$ cat config.mk
export PLATFORM = sky130hd
export DESIGN_NAME = indexed_insert_remove_array_flat
export DESIGN_NICKNAME = d
export VERILOG_FILES = /design/src/hdl/iira_pkg.sv /design/src/hdl/iira_intf.sv /design/src/hdl/iira_datapath.sv /design/src/hdl/iira_ctrl.sv /design/src/hdl/indexed_insert_remove_array.sv /design/src/flat_wrapper.sv
export SDC_FILE = /design/constraint.sdc
export NUM_CORES = 2
export LEC_CHECK = 0
export BUFFER_PORTS_ARGS = -buffer_cell sky130_fd_sc_hd__buf_2
export CAP_MARGIN = 20
export CORE_MARGIN = 3
export CORE_UTILIZATION = 40
export CTS_CLUSTER_SIZE = 12
export DETAILED_ROUTE_END_ITERATION = 6
export PLACE_DENSITY = 0.6
export SYNTH_ARGS = -nofsm -noshare
export SYNTH_HDL_FRONTEND = slang
export SYNTH_SLANG_ARGS = --single-unit
$ cat constraint.sdc
create_clock -name clk -period 6.5 [get_ports clk]
set_input_delay 0.975 -clock clk [delete_from_list [all_inputs] [get_ports clk]]
set_output_delay 0.975 -clock clk [all_outputs]
set_load 0.005 [all_outputs]
$ cat src/hdl/iira_pkg.sv
// Shared types and constants for the indexed insert/remove array.
// Depends on nothing; every other file imports it.
`default_nettype none

package iira_pkg;

  localparam int OP_W           = 3;
  localparam int IDX_W          = 7;
  localparam int VAL_W          = 32;
  localparam int ERR_W          = 2;
  localparam int CNT_OUT_W      = 7;
  localparam int CAPACITY_DEF   = 64;
  localparam int DATA_WIDTH_DEF = 32;

  typedef enum logic [OP_W-1:0] {
    OP_READ   = 3'd0,
    OP_APPEND = 3'd1,
    OP_POP    = 3'd2,
    OP_INSERT = 3'd3,
    OP_REMOVE = 3'd4
  } op_t;

  typedef enum logic [ERR_W-1:0] {
    ERR_OK    = 2'd0,
    ERR_INDEX = 2'd1,
    ERR_EMPTY = 2'd2,
    ERR_FULL  = 2'd3
  } err_t;

  typedef enum logic [1:0] {
    RA_IDX,
    RA_LAST,
    RA_PTR_DN,
    RA_PTR_UP
  } raddr_sel_t;

  typedef enum logic [1:0] {
    WA_CNT,
    WA_IDX,
    WA_PTR_DN,
    WA_PTR_UP
  } waddr_sel_t;

  typedef struct packed {
    logic       latch_req;
    logic       cap_err;
    logic       rd_en;
    raddr_sel_t rd_sel;
    logic       wr_en;
    waddr_sel_t wr_sel;
    logic       wr_from_mem;
    logic       cnt_inc;
    logic       cnt_dec;
    logic       cap_result;
    logic       clr_result;
    logic       load_out;
  } cmd_t;

  typedef struct packed {
    op_t  op;
    err_t err;
    logic idx_eq_cnt;
    logic ptr_eq_idx;
    logic ptr_inc_lt_cnt;
  } sts_t;

endpackage

`default_nettype wire

$ cat src/hdl/iira_intf.sv
// Request and result channel interfaces (valid/ready with payload).
// Depends on iira_pkg for field widths.
`default_nettype none

interface iira_in_if
  import iira_pkg::*;
();
  logic                    valid;
  logic                    ready;
  logic [OP_W-1:0]         op;
  logic [IDX_W-1:0]        index;
  logic signed [VAL_W-1:0] value;

  modport source (output valid, output op, output index, output value, input ready);
  modport sink   (input valid, input op, input index, input value, output ready);
endinterface

interface iira_out_if
  import iira_pkg::*;
();
  logic                    valid;
  logic                    ready;
  logic signed [VAL_W-1:0] result_value;
  logic [ERR_W-1:0]        error;
  logic [CNT_OUT_W-1:0]    count;

  modport source (output valid, output result_value, output error, output count, input ready);
  modport sink   (input valid, input result_value, input error, input count, output ready);
endinterface

`default_nettype wire

$ cat src/hdl/iira_datapath.sv
// Element memory, count, request and result registers of the array.
// Depends on iira_pkg; driven by iira_ctrl through cmd_t, reports via sts_t.
`default_nettype none

module iira_datapath
  import iira_pkg::*;
#(
  parameter int CAPACITY   = CAPACITY_DEF,
  parameter int DATA_WIDTH = DATA_WIDTH_DEF
) (
  input  wire logic                    clk,
  input  wire logic                    rst_n,
  input  wire cmd_t                    cmd,
  output sts_t                         sts,
  input  wire logic [OP_W-1:0]         in_op,
  input  wire logic [IDX_W-1:0]        in_index,
  input  wire logic signed [VAL_W-1:0] in_value,
  output logic signed [VAL_W-1:0]      out_result_value,
  output logic [ERR_W-1:0]             out_error,
  output logic [CNT_OUT_W-1:0]         out_count
);

  localparam int AW    = $clog2(CAPACITY);
  localparam int CNT_W = $clog2(CAPACITY + 1);
  localparam int CW    = (CNT_W > IDX_W) ? CNT_W : IDX_W;

  logic [DATA_WIDTH-1:0] mem [CAPACITY];
  logic [DATA_WIDTH-1:0] rd_data_r;

  logic [OP_W-1:0]         op_r;
  logic [IDX_W-1:0]        idx_r;
  logic [DATA_WIDTH-1:0]   val_r;
  logic [CNT_W-1:0]        count_r, count_nxt;
  logic [CNT_W-1:0]        ptr_r;
  logic signed [VAL_W-1:0] res_r;
  err_t                    err_r;

  logic [CW-1:0]    idx_ext, cnt_ext;
  logic [CNT_W-1:0] raddr, waddr;
  logic [DATA_WIDTH-1:0] wdata;
  err_t             err_c;

  assign idx_ext = CW'(idx_r);
  assign cnt_ext = CW'(count_r);

  always_comb begin
    err_c = ERR_OK;
    case (op_t'(op_r))
      OP_READ, OP_REMOVE: begin
        if (idx_ext >= cnt_ext) err_c = ERR_INDEX;
      end
      OP_APPEND: begin
        if (cnt_ext >= CW'(CAPACITY)) err_c = ERR_FULL;
      end
      OP_POP: begin
        if (count_r == '0) err_c = ERR_EMPTY;
      end
      OP_INSERT: begin
        if (idx_ext > cnt_ext) err_c = ERR_INDEX;
        else if (cnt_ext >= CW'(CAPACITY)) err_c = ERR_FULL;
      end
      default: err_c = ERR_OK;
    endcase
  end

  always_comb begin
    case (cmd.rd_sel)
      RA_IDX:    raddr = CNT_W'(idx_ext);
      RA_LAST:   raddr = count_r - CNT_W'(1);
      RA_PTR_DN: raddr = ptr_r - CNT_W'(1);
      RA_PTR_UP: raddr = ptr_r + CNT_W'(1);
      default:   raddr = ptr_r;
    endcase
    case (cmd.wr_sel)
      WA_CNT:    waddr = count_r;
      WA_IDX:    waddr = CNT_W'(idx_ext);
      WA_PTR_DN: waddr = ptr_r - CNT_W'(1);
      WA_PTR_UP: waddr = ptr_r + CNT_W'(1);
      default:   waddr = count_r;
    endcase
    wdata = cmd.wr_from_mem ? rd_data_r : val_r;
  end

  always_comb begin
    count_nxt = count_r;
    if (cmd.cnt_inc)      count_nxt = count_r + CNT_W'(1);
    else if (cmd.cnt_dec) count_nxt = count_r - CNT_W'(1);
  end

  assign sts.op             = op_t'(op_r);
  assign sts.err            = err_c;
  assign sts.idx_eq_cnt     = (idx_ext == cnt_ext);
  assign sts.ptr_eq_idx     = (CW'(ptr_r) == idx_ext);
  assign sts.ptr_inc_lt_cnt = (({1'b0, ptr_r} + (CNT_W+1)'(1)) < {1'b0, count_r});

  always_ff @(posedge clk) begin
    if (!rst_n) begin
      count_r <= '0;
    end else begin
      count_r <= count_nxt;
    end
  end

  always_ff @(posedge clk) begin
    if (cmd.wr_en) mem[waddr[AW-1:0]] <= wdata;
    if (cmd.rd_en) rd_data_r <= mem[raddr[AW-1:0]];
  end

  always_ff @(posedge clk) begin
    if (cmd.latch_req) begin
      op_r  <= in_op;
      idx_r <= in_index;
      val_r <= DATA_WIDTH'(in_value);
    end
    if (cmd.rd_en) ptr_r <= raddr;
    if (cmd.cap_err) err_r <= err_c;
    if (cmd.cap_result) res_r <= VAL_W'(signed'(rd_data_r));
    else if (cmd.clr_result) res_r <= '0;
    if (cmd.load_out) begin
      out_result_value <= res_r;
      out_error        <= err_r;
      out_count        <= CNT_OUT_W'(cnt_ext);
    end
  end

endmodule

`default_nettype wire

$ cat src/hdl/iira_ctrl.sv
// Sequencer of the array: steps one request through memory reads, shifts and writes.
// Depends on iira_pkg; drives iira_datapath through cmd_t.
`default_nettype none

module iira_ctrl
  import iira_pkg::*;
(
  input  wire logic clk,
  input  wire logic rst_n,
  input  wire logic in_valid,
  output logic      in_ready,
  output logic      out_valid,
  input  wire logic out_ready,
  input  wire sts_t sts,
  output cmd_t      cmd
);

  typedef enum logic [2:0] {
    S_IDLE,
    S_EXEC,
    S_RDCAP,
    S_SHUP,
    S_PUT,
    S_SHDN,
    S_FIN
  } state_t;

  state_t state_r, state_nxt;
  logic   out_valid_r, out_valid_nxt;

  assign in_ready  = (state_r == S_IDLE);
  assign out_valid = out_valid_r;

  always_comb begin
    cmd       = '0;
    state_nxt = state_r;
    case (state_r)
      S_IDLE: begin
        if (in_valid) begin
          cmd.latch_req = 1'b1;
          state_nxt     = S_EXEC;
        end
      end
      S_EXEC: begin
        cmd.cap_err = 1'b1;
        if (sts.err != ERR_OK) begin
          cmd.clr_result = 1'b1;
          state_nxt      = S_FIN;
        end else begin
          case (sts.op)
            OP_READ, OP_REMOVE: begin
              cmd.rd_en  = 1'b1;
              cmd.rd_sel = RA_IDX;
              state_nxt  = S_RDCAP;
            end
            OP_POP: begin
              cmd.rd_en  = 1'b1;
              cmd.rd_sel = RA_LAST;
              state_nxt  = S_RDCAP;
            end
            OP_APPEND: begin
              cmd.wr_en      = 1'b1;
              cmd.wr_sel     = WA_CNT;
              cmd.cnt_inc    = 1'b1;
              cmd.clr_result = 1'b1;
              state_nxt      = S_FIN;
            end
            OP_INSERT: begin
              cmd.clr_result = 1'b1;
              if (sts.idx_eq_cnt) begin
                cmd.wr_en   = 1'b1;
                cmd.wr_sel  = WA_CNT;
                cmd.cnt_inc = 1'b1;
                state_nxt   = S_FIN;
              end else begin
                cmd.rd_en  = 1'b1;
                cmd.rd_sel = RA_LAST;
                state_nxt  = S_SHUP;
              end
            end
            default: begin
              cmd.clr_result = 1'b1;
              state_nxt      = S_FIN;
            end
          endcase
        end
      end
      S_RDCAP: begin
        cmd.cap_result = 1'b1;
        if (sts.op == OP_READ) begin
          state_nxt = S_FIN;
        end else if (sts.ptr_inc_lt_cnt) begin
          cmd.rd_en  = 1'b1;
          cmd.rd_sel = RA_PTR_UP;
          state_nxt  = S_SHDN;
        end else begin
          cmd.cnt_dec = 1'b1;
          state_nxt   = S_FIN;
        end
      end
      S_SHDN: begin
        cmd.wr_en       = 1'b1;
        cmd.wr_sel      = WA_PTR_DN;
        cmd.wr_from_mem = 1'b1;
        if (sts.ptr_inc_lt_cnt) begin
          cmd.rd_en  = 1'b1;
          cmd.rd_sel = RA_PTR_UP;
        end else begin
          cmd.cnt_dec = 1'b1;
          state_nxt   = S_FIN;
        end
      end
      S_SHUP: begin
        cmd.wr_en       = 1'b1;
        cmd.wr_sel      = WA_PTR_UP;
        cmd.wr_from_mem = 1'b1;
        if (sts.ptr_eq_idx) begin
          state_nxt = S_PUT;
        end else begin
          cmd.rd_en  = 1'b1;
          cmd.rd_sel = RA_PTR_DN;
        end
      end
      S_PUT: begin
        cmd.wr_en   = 1'b1;
        cmd.wr_sel  = WA_IDX;
        cmd.cnt_inc = 1'b1;
        state_nxt   = S_FIN;
      end
      S_FIN: begin
        if (!out_valid_r || out_ready) begin
          cmd.load_out = 1'b1;
          state_nxt    = S_IDLE;
        end
      end
      default: state_nxt = S_IDLE;
    endcase
  end

  always_comb begin
    out_valid_nxt = out_valid_r;
    if (cmd.load_out)                  out_valid_nxt = 1'b1;
    else if (out_valid_r && out_ready) out_valid_nxt = 1'b0;
  end

  always_ff @(posedge clk) begin
    if (!rst_n) begin
      state_r     <= S_IDLE;
      out_valid_r <= 1'b0;
    end else begin
      state_r     <= state_nxt;
      out_valid_r <= out_valid_nxt;
    end
  end

endmodule

`default_nettype wire

$ cat src/hdl/indexed_insert_remove_array.sv
// Indexed insert/remove array: fixed-capacity ordered store of signed words.
// Insert at index i below the count n moves n - i entries up, and remove at index i moves
// n - 1 - i entries down: one entry moves per cycle (one read, one write).
// One request in flight; the next is taken once the result is in the output register.
// Synchronous active-low reset empties the store (count zero); memory contents are kept.
`default_nettype none

module indexed_insert_remove_array
  import iira_pkg::*;
#(
  parameter int CAPACITY   = CAPACITY_DEF,
  parameter int DATA_WIDTH = DATA_WIDTH_DEF
) (
  input wire logic clk,
  input wire logic rst_n,
  iira_in_if.sink    in_ch,
  iira_out_if.source out_ch
);

  cmd_t cmd;
  sts_t sts;
  logic in_ready;
  logic out_valid;

  iira_ctrl u_ctrl (
    .clk       (clk),
    .rst_n     (rst_n),
    .in_valid  (in_ch.valid),
    .in_ready  (in_ready),
    .out_valid (out_valid),
    .out_ready (out_ch.ready),
    .sts       (sts),
    .cmd       (cmd)
  );

  iira_datapath #(
    .CAPACITY   (CAPACITY),
    .DATA_WIDTH (DATA_WIDTH)
  ) u_datapath (
    .clk              (clk),
    .rst_n            (rst_n),
    .cmd              (cmd),
    .sts              (sts),
    .in_op            (in_ch.op),
    .in_index         (in_ch.index),
    .in_value         (in_ch.value),
    .out_result_value (out_ch.result_value),
    .out_error        (out_ch.error),
    .out_count        (out_ch.count)
  );

  assign in_ch.ready  = in_ready;
  assign out_ch.valid = out_valid;

  a_one_in_flight: assert property (@(posedge clk) disable iff (!rst_n)
    (in_ch.valid && in_ch.ready) |=> !in_ch.ready)
    else $error("request accepted while another is in flight");

  a_full_count: assert property (@(posedge clk) disable iff (!rst_n)
    (out_ch.valid && out_ch.error == ERR_FULL) |-> out_ch.count == CNT_OUT_W'(CAPACITY))
    else $error("full flagged below capacity");

  a_empty_count: assert property (@(posedge clk) disable iff (!rst_n)
    (out_ch.valid && out_ch.error == ERR_EMPTY) |-> out_ch.count == '0)
    else $error("empty flagged with elements held");

  a_err_zero: assert property (@(posedge clk) disable iff (!rst_n)
    (out_ch.valid && out_ch.error != ERR_OK) |-> out_ch.result_value == '0)
    else $error("nonzero word on error");

endmodule

`default_nettype wire

$ cat src/flat_wrapper.sv
// flat-port wrapper written by rule: the top's interface ports become plain ports
module indexed_insert_remove_array_flat import iira_pkg::*;
#(
  parameter int CAPACITY   = CAPACITY_DEF,
  parameter int DATA_WIDTH = DATA_WIDTH_DEF
)
  (clk, rst_n, in_ch_valid, in_ch_op, in_ch_index, in_ch_value, in_ch_ready, out_ch_valid, out_ch_result_value, out_ch_error, out_ch_count, out_ch_ready);
  iira_in_if in_ch_i ();
  iira_out_if out_ch_i ();
  input wire logic clk;
  input wire logic rst_n;
  input wire logic [$bits(in_ch_i.valid)-1:0] in_ch_valid;
  input wire logic [$bits(in_ch_i.op)-1:0] in_ch_op;
  input wire logic [$bits(in_ch_i.index)-1:0] in_ch_index;
  input wire logic [$bits(in_ch_i.value)-1:0] in_ch_value;
  output wire logic [$bits(in_ch_i.ready)-1:0] in_ch_ready;
  output wire logic [$bits(out_ch_i.valid)-1:0] out_ch_valid;
  output wire logic [$bits(out_ch_i.result_value)-1:0] out_ch_result_value;
  output wire logic [$bits(out_ch_i.error)-1:0] out_ch_error;
  output wire logic [$bits(out_ch_i.count)-1:0] out_ch_count;
  input wire logic [$bits(out_ch_i.ready)-1:0] out_ch_ready;
  assign in_ch_i.valid = in_ch_valid;
  assign in_ch_i.op = in_ch_op;
  assign in_ch_i.index = in_ch_index;
  assign in_ch_i.value = in_ch_value;
  assign in_ch_ready = in_ch_i.ready;
  assign out_ch_valid = out_ch_i.valid;
  assign out_ch_result_value = out_ch_i.result_value;
  assign out_ch_error = out_ch_i.error;
  assign out_ch_count = out_ch_i.count;
  assign out_ch_i.ready = out_ch_ready;
  indexed_insert_remove_array #(.CAPACITY(CAPACITY), .DATA_WIDTH(DATA_WIDTH)) u_core (.clk(clk), .rst_n(rst_n), .in_ch(in_ch_i), .out_ch(out_ch_i));
endmodule
# Yosys cells after proc, flatten, opt, wreduce, memory -nomap -nowiden
# Memory sizes are Yosys's and may differ from the RTL's. A register that Yosys moved wholly into a read port is not among the register bits.
# Index checks and enable logic that the tools add are counted.
op_classes:
  n_mux: 53
  eq_ne: 22
  n_addsub: 5
  n_reduce_logical: 16
  n_lt_le_gt_ge: 4
op_table:
  columns: ["op", "n"]
  rows:
  - ["2-to-1 mux 32 bit", 3]
  - ["2-to-1 mux 3 bit", 12]
  - ["one-hot mux 7 bit (4 select lines)", 1]
  - ["one-hot mux 3 bit (4 select lines)", 2]
  - ["one-hot mux 6 bit (4 select lines)", 1]
  - ["one-hot mux 3 bit (7 select lines)", 1]
  - ["2-to-1 mux 1 bit", 19]
  - ["adder 7 x 1 -> 7 bit, second input constant", 2]
  - ["== test 7 bit", 2]
  - ["2-to-1 mux 7 bit", 2]
  - ["subtractor 7 x 1 -> 7 bit, second input constant", 2]
  - ["== test 3 x 2 -> 1 bit, second input constant", 4]
  - ["== test 3 bit, second input constant", 4]
  - ["one-hot mux 3 bit (2 select lines)", 2]
  - ["one-hot mux 3 bit (3 select lines)", 1]
  - ["adder 7 x 1 -> 8 bit, second input constant", 1]
  - ["== test 2 bit, second input constant", 4]
  - ["less-than comparator 8 x 7 -> 1 bit", 1]
  - ["2-to-1 mux 2 bit", 4]
  - ["one-hot mux 2 bit (4 select lines)", 1]
  - ["nonzero test 2 bit", 4]
  - [">= comparator 7 bit", 1]
  - [">= comparator 7 bit, second input constant", 1]
  - ["greater-than comparator 7 bit", 1]
  - ["15 further kinds", 24]
word_totals:
  mem_bits_rw: 2048
  word_cells: 113
  reg_bits: 135
  mem_count: 1
  in_bits: 46
memory_table:
  columns: ["name", "words", "word_bits", "rd", "rd_ports_with_merged_regs", "write_ports", "line_no", "rtl"]
  rows:
  - ["u_core.u_datapath.mem", 64, 32, 1, 1, 1, "iira_datapath.sv:27", "logic [DATA_WIDTH-1:0] mem [CAPACITY];"]

# Depth between registers and ports, before layout
depth:
  depth_word: 9
  mapped_depth: 22
  depth_no_buf: 17

# Modules after synthesis
# From an unflattened synthesis, not the netlist that was laid out.
unflattened:
  hier_cells: 5071
  hier_area_um2: 89229.3
by_module_without_submodules:
  columns: ["mod", "area_per_inst_um2", "cells_each", "seq_area_each_um2", "n_inst"]
  rows:
  - ["iira_datapath", 88697.6, 4996, 66323.6, 1]
  - ["iira_ctrl", 531.8, 75, 80.1, 1]

# Worst setup path before layout
# Ideal clock, no wire load.
synth_path:
  path_type: "reg-to-reg"
  from: "reg u_core.u_datapath.count_r[4] (netlist: u_core.u_datapath.cnt_ext[4])"
  to: "mem u_core.u_datapath.mem[14][0] (netlist name), enable pin"
  setup_time_ps: 421
  path_slack_ps: 1848
  t_arrival_ps: 4231
  t_required_ps: 6079
  stages_incl_launch_ff: 14
  period_less_slack_ps: 4652
  cell_sequence: "dfxtp_1 > clkbuf_1 > inv_1 > ha_1 > nand4_1 > o2111ai_1 > o21bai_1 > o311ai_0 > or2_2 > nor3_1 > nor3_1 > nor2_1 > nand2_1 > nor2_1"
synth_lines:
  columns: ["element", "line_no", "rtl"]
  rows:
  - ["from (decl)", "iira_datapath.sv:33", "logic [CNT_W-1:0] count_r, count_nxt;"]
  - ["from (signal assigned)", "iira_datapath.sv:100", "count_r <= count_nxt;"]
  - ["to (decl)", "iira_datapath.sv:27", null]

# Worst setup path after layout
layout_path:
  from: "reg u_core.u_datapath.count_r[1] (netlist: u_core.u_datapath.cnt_ext[1])"
  to: "reg u_core.u_datapath.rd_data_r[9], read port of u_core.u_datapath.mem (data pin)"
layout_between:
  elab_chain_cells: 9
layout_rtl:
  columns: ["element", "line_no", "rtl"]
  rows:
  - [">= comparator 7 bit", "iira_datapath.sv:53, iira_datapath.sv:60", null]
  - ["2-to-1 mux 2 bit", "iira_datapath.sv:53, iira_datapath.sv:60", null]
  - ["2-to-1 mux 2 bit", "iira_datapath.sv:59", "if (idx_ext > cnt_ext) err_c = ERR_INDEX;"]
  - ["one-hot mux 2 bit (4 select lines)", "iira_datapath.sv:48", "case (op_t'(op_r))"]
  - ["nonzero test 2 bit", "iira_ctrl.sv:46", "if (sts.err != ERR_OK) begin"]
  - ["2-to-1 mux 6 bit", "iira_ctrl.sv:46", null]
  - ["one-hot mux 3 bit (4 select lines)", "iira_ctrl.sv:37", "case (state_r)"]
  - ["== test 2 bit (tied with other cells)", "iira_datapath.sv:67", "case (cmd.rd_sel)"]
  - ["one-hot mux 7 bit (4 select lines)", "iira_datapath.sv:67", null]
  - ["to (decl)", "iira_datapath.sv:28", "logic [DATA_WIDTH-1:0] rd_data_r;"]
# Several ways; a longest one is shown, not always the timed one.
# A chain may end at the register's enable or synchronous reset.

==> flow_summary_export.csv <==
group,metric,value,unit
synth,synth.top_cell.area_share,75.17,%
sta,setup_repair_after_global_routing_missed_its_margin,"no",
critical_path,endpoint_kind,"flop",
power,p_leak,33.47,nW
sta,max_clock_freq,165.3,MHz
synth,synth-seq-area-share,75.42,%
clocking,clock_insertion_delay_worst_skew,910,ps
final_layout,fin_util,45.81,%
route,detail_route.vias_per_cell,5.836,
place,post_dp_cell_area,0.09322,mm2
synth,synth_simple_gate_area_share,12.78,%
final_layout,final_net_count,6491,
synth,synth_fp_nets,6346,
synth,post_synth_mux_area_share,2.069,%
synth,synth.area.top_cells,"edfxtp_1, nand2_1, nand3_1, and3_1, a211oi_1",
min_path,hold_path_startpoint,"in_ch_index[2]",
place,place_worst_setup_slack,496.0,ps
status,run_status,"finished, violations left",
sta,setup_total_negative_slack,0,ps
place,place_congestion,0.8820,
clocking,clock_tree_from_tritoncts,"done",
place,detailedPlacementHpwl,151500,um
global_routing,pin_count_of_the_biggest_net_entering_global_routing,160,
synth,netlist-cell-type-count,76,
sta,final_hold_viol_count,0,
place,numPlacedInstances,9056,
sta,final_critical_path_share_of_the_clock_period,93.05,%
die,num_rows,171,
die,dieArea,0.2258,mm2
clocking,cts_buffers,223,
route,dr.pass1.iters,7,
place,port_buffers,88,
sta,postLayoutSetupSlackWorst,451.6,ps
die,design.core.area,0.2180,mm2
die,starting_density_of_the_core,40.39,%
global_routing,via_count_of_the_first_global_routing_pass,52010,
power,powerDensity,492.1,mW/mm2
global_routing,antenna_found_initial,15,
critical_path,arrival,6810,ps
global_routing,grt_pass1_wl,378800,um
status,violations,"DRC",
synth,synth_top_flop_cell,"edfxtp_1",
final_layout,post_route_cells_drive_above_1_share,12.54,%
clocking,cts_resized,0,
critical_path,start_kind,"flop",
min_path,worstHoldPathType,"in2reg",
critical_path,startpoint,"u_core.u_datapath.cnt_ext[1]",
synth,ys_seq_elements,2215,
die,fp.dieW,475.2,um
final_layout,layout.cells.non_filler,9454,
clocking,cts_root_buf,"clkbuf_16",
power,p_total,49.15,mW
synth,synthArstFlopShare,0,%
critical_path,critPathMaxFanout,52,
sta,hold_slack,244.0,ps
critical_path,worst_ep_required_time,7270,ps
clocking,path_clk_slew,60,ps
synth,synth_area_per_cell,14.01,um2
synth,postSynthCellCount,6283,
clocking,cts.repair_timing.setup_buffer_count,0,
global_routing,globalRouteTotalUtil,23.07,%
route,drc,1,
synth,synthDominantAreaCellType,"edfxtp_1",
route,routed_wl,265500,um
route,drtAntennaViolNets,0,
clocking,ctsHoldBuffers,0,
final_layout,flow.area_growth_from_synthesis,13.44,%
synth,arithmetic_cell_share_of_the_synthesized_area_counting_full_adders_half_adders_and_majority_gates,0.2416,%
critical_path,worstReg2RegStart,"u_core.u_datapath.cnt_ext[1]",
clocking,clock_sinks,2215,
sta,final-max-slew-violation-count,0,
clocking,h-tree-depth,4,
sta,report.final.setup_viol,0,
route,via_count,55170,
global_routing,grt_overflow,0,
final_layout,fillerInstances,18860,
job,drv.max_cap_violation_count,0,
synth,syn-cell-area,0.08805,mm2
final_layout,final_cell_area,0.09988,mm2
synth,synth_compound_area_share,6.966,%
die,die_y,475.2,um
die,floorplan.io_pins,89,
sta,max_slew.worst_pin.slew,1189,ps
power,peakVddDrop,373.3,uV
clocking,cts_buffer_depth,3,
critical_path,critPathKind,"reg2reg",
sta,slew_headroom,20.72,%
sta,post_layout_min_period,6048,ps
route,drt_first_iter_violations,6999,
sta,skew,78.79,ps
synth,ys_warn_count,0,
route,route.detailed.wl_per_inst,28.09,um
synth,synth_top_family_by_area,"simple AND/OR/NAND/NOR gates",
synth,number_of_synthesized_flops_with_an_enable_pin,2204,
synth,synthXorXnorAreaFrac,0.2387,%
==> registers in the layout, summed over array words and instances, names as in the netlist <==
signal                              count
u_core.u_datapath.err_r                 2
u_core.u_ctrl.out_valid                 1
u_core.u_datapath.res_r                32
u_core.u_datapath.mem                2048
u_core.u_datapath.out_result_value     32
u_core.u_datapath.idx_ext               7
u_core.u_datapath.op_r                  3
u_core.u_datapath.val_r                32
u_core.u_datapath.out_count             7
u_core.u_datapath.cnt_ext               7
u_core.u_datapath.out_error             2
u_core.u_datapath.ptr_r                 7
u_core.u_datapath.rd_data_r            32
u_core.u_ctrl.state_r                   3
==> cells by family (layout without fill, tap and decap cells) <==
kind of cell             Yosys count  in the layout
adder cells (fa/ha/maj)           17             17
XOR/XNOR                          24             24
AND/OR/NAND/NOR                 2535           2535
AO/OA/AOI/OAI                    872            872
multiplexers                     161            161
buffers and inverters            459            763
other                              0             13
flip-flops                      2215           2215
==> area by class of cell <==
| type | instances | area [um2] | share of cell area [%] |
|---|---|---|---|
| antenna | 13 | 32.53 | 0.03257 |
| clock buffer | 310 | 5938 | 5.945 |
| clock inverter | 74 | 674.4 | 0.6752 |
| inverter | 21 | 93.84 | 0.09395 |
| multi-input combinational | 3609 | 20200 | 20.23 |
| sequential | 2215 | 66400 | 66.48 |
| tap | 2854 | 3571 | 3.575 |
| timing repair buffer | 358 | 2968 | 2.971 |
==> synth_stat cells (4+ instances only) <==
cell type     n
o21a_1        6
o22ai_1      97
nand3b_1      6
and2_1       11
o21ai_1      58
inv_1        16
nor2_1       98
a211oi_1    189
nand4_1       6
xnor2_1      22
inv_2         5
or3_1         9
nor3_1       19
o221a_1      21
ha_1         17
and3_1      294
clkbuf_1    255
nand2b_1      4
a311oi_1     65
nand3_1     585
a32oi_1       4
o221a_2      10
a31oi_1     199
a21oi_1      90
buf_4        11
buf_2       137
o21ai_0      18
dfxtp_1      11
buf_6        10
nor2b_1       7
mux2_2       92
edfxtp_1   2204
mux2_1       66
a22oi_1      36
a211oi_2     10
nand2_1    1452
buf_1        25
nor4_1       32
a211o_1      32
==> layer usage <==
metal	vias to the layer above	global-route usage (%)	part of all wire [%]
li1	24040	-	-
met1	28070	31.65	41
met2	2616	36.30	46
met3	445	4.235	8.9
met4	2	9.519	4.4
met5	-	0	0.0049
==> path summary, 6_finish.rpt <==
path | endpoint | slack, ps | cells after the start
setup / recovery | u_core.u_datapath.rd_data_r[9] | 450 | 17
hold / removal | u_core.u_datapath.idx_ext[2] | 240 | 1
setup reg to reg | u_core.u_datapath.rd_data_r[9] | 450 | 17
hold reg to reg | u_core.u_datapath.out_result_value[29] | 420 | 0
==> where the power goes <==
group | leakage (nW) | switching [mW] | total [mW] | internal (mW)
combinational | 10.4 | 13.4 | 18.5 | 5.09
sequential | 19.9 | 0.634 | 18.8 | 18.2
clock | 3.17 | 5.38 | 11.9 | 6.48
total | 33.5 | 19.4 | 49.2 | 29.8
==> layout by cell type (no fill, tap or decap), drive strengths merged, types with 4 or more instances in the layout <==
master and count:
a211o 32, a211oi 199, a21oi 90, a22oi 37
a311oi 65, a31oi 199, a32oi 4, and2 12
and3 294, buf 358, clkbuf 310, clkinv 62
dfxtp 11, diode 13, edfxtp 2204, ha 17
inv 28, mux2 158, nand2 1453, nand2b 4
nand3 585, nand3b 6, nand4 6, nor2 100
nor2b 7, nor3 20, nor4 32, o21a 6
o21ai 77, o221a 31, o22ai 97, or3 9
xnor2 22
==> worst max-delay path, cell delays in order (launching register included) <==
cell     delay, ps
dfxtp_1        430
inv_1          260
ha_1           260
or3b_4         440
o41a_1         410
o21a_1         210
and2_1         330
a22oi_4        540
nand2_8        370
inv_8          420
buf_12         300
buf_4          360
nand2_1         90
a31oi_1        270
o22ai_1        120
nor4_1         560
buf_4          270
a211o_1        120
(Power assumes the default switching activity.)
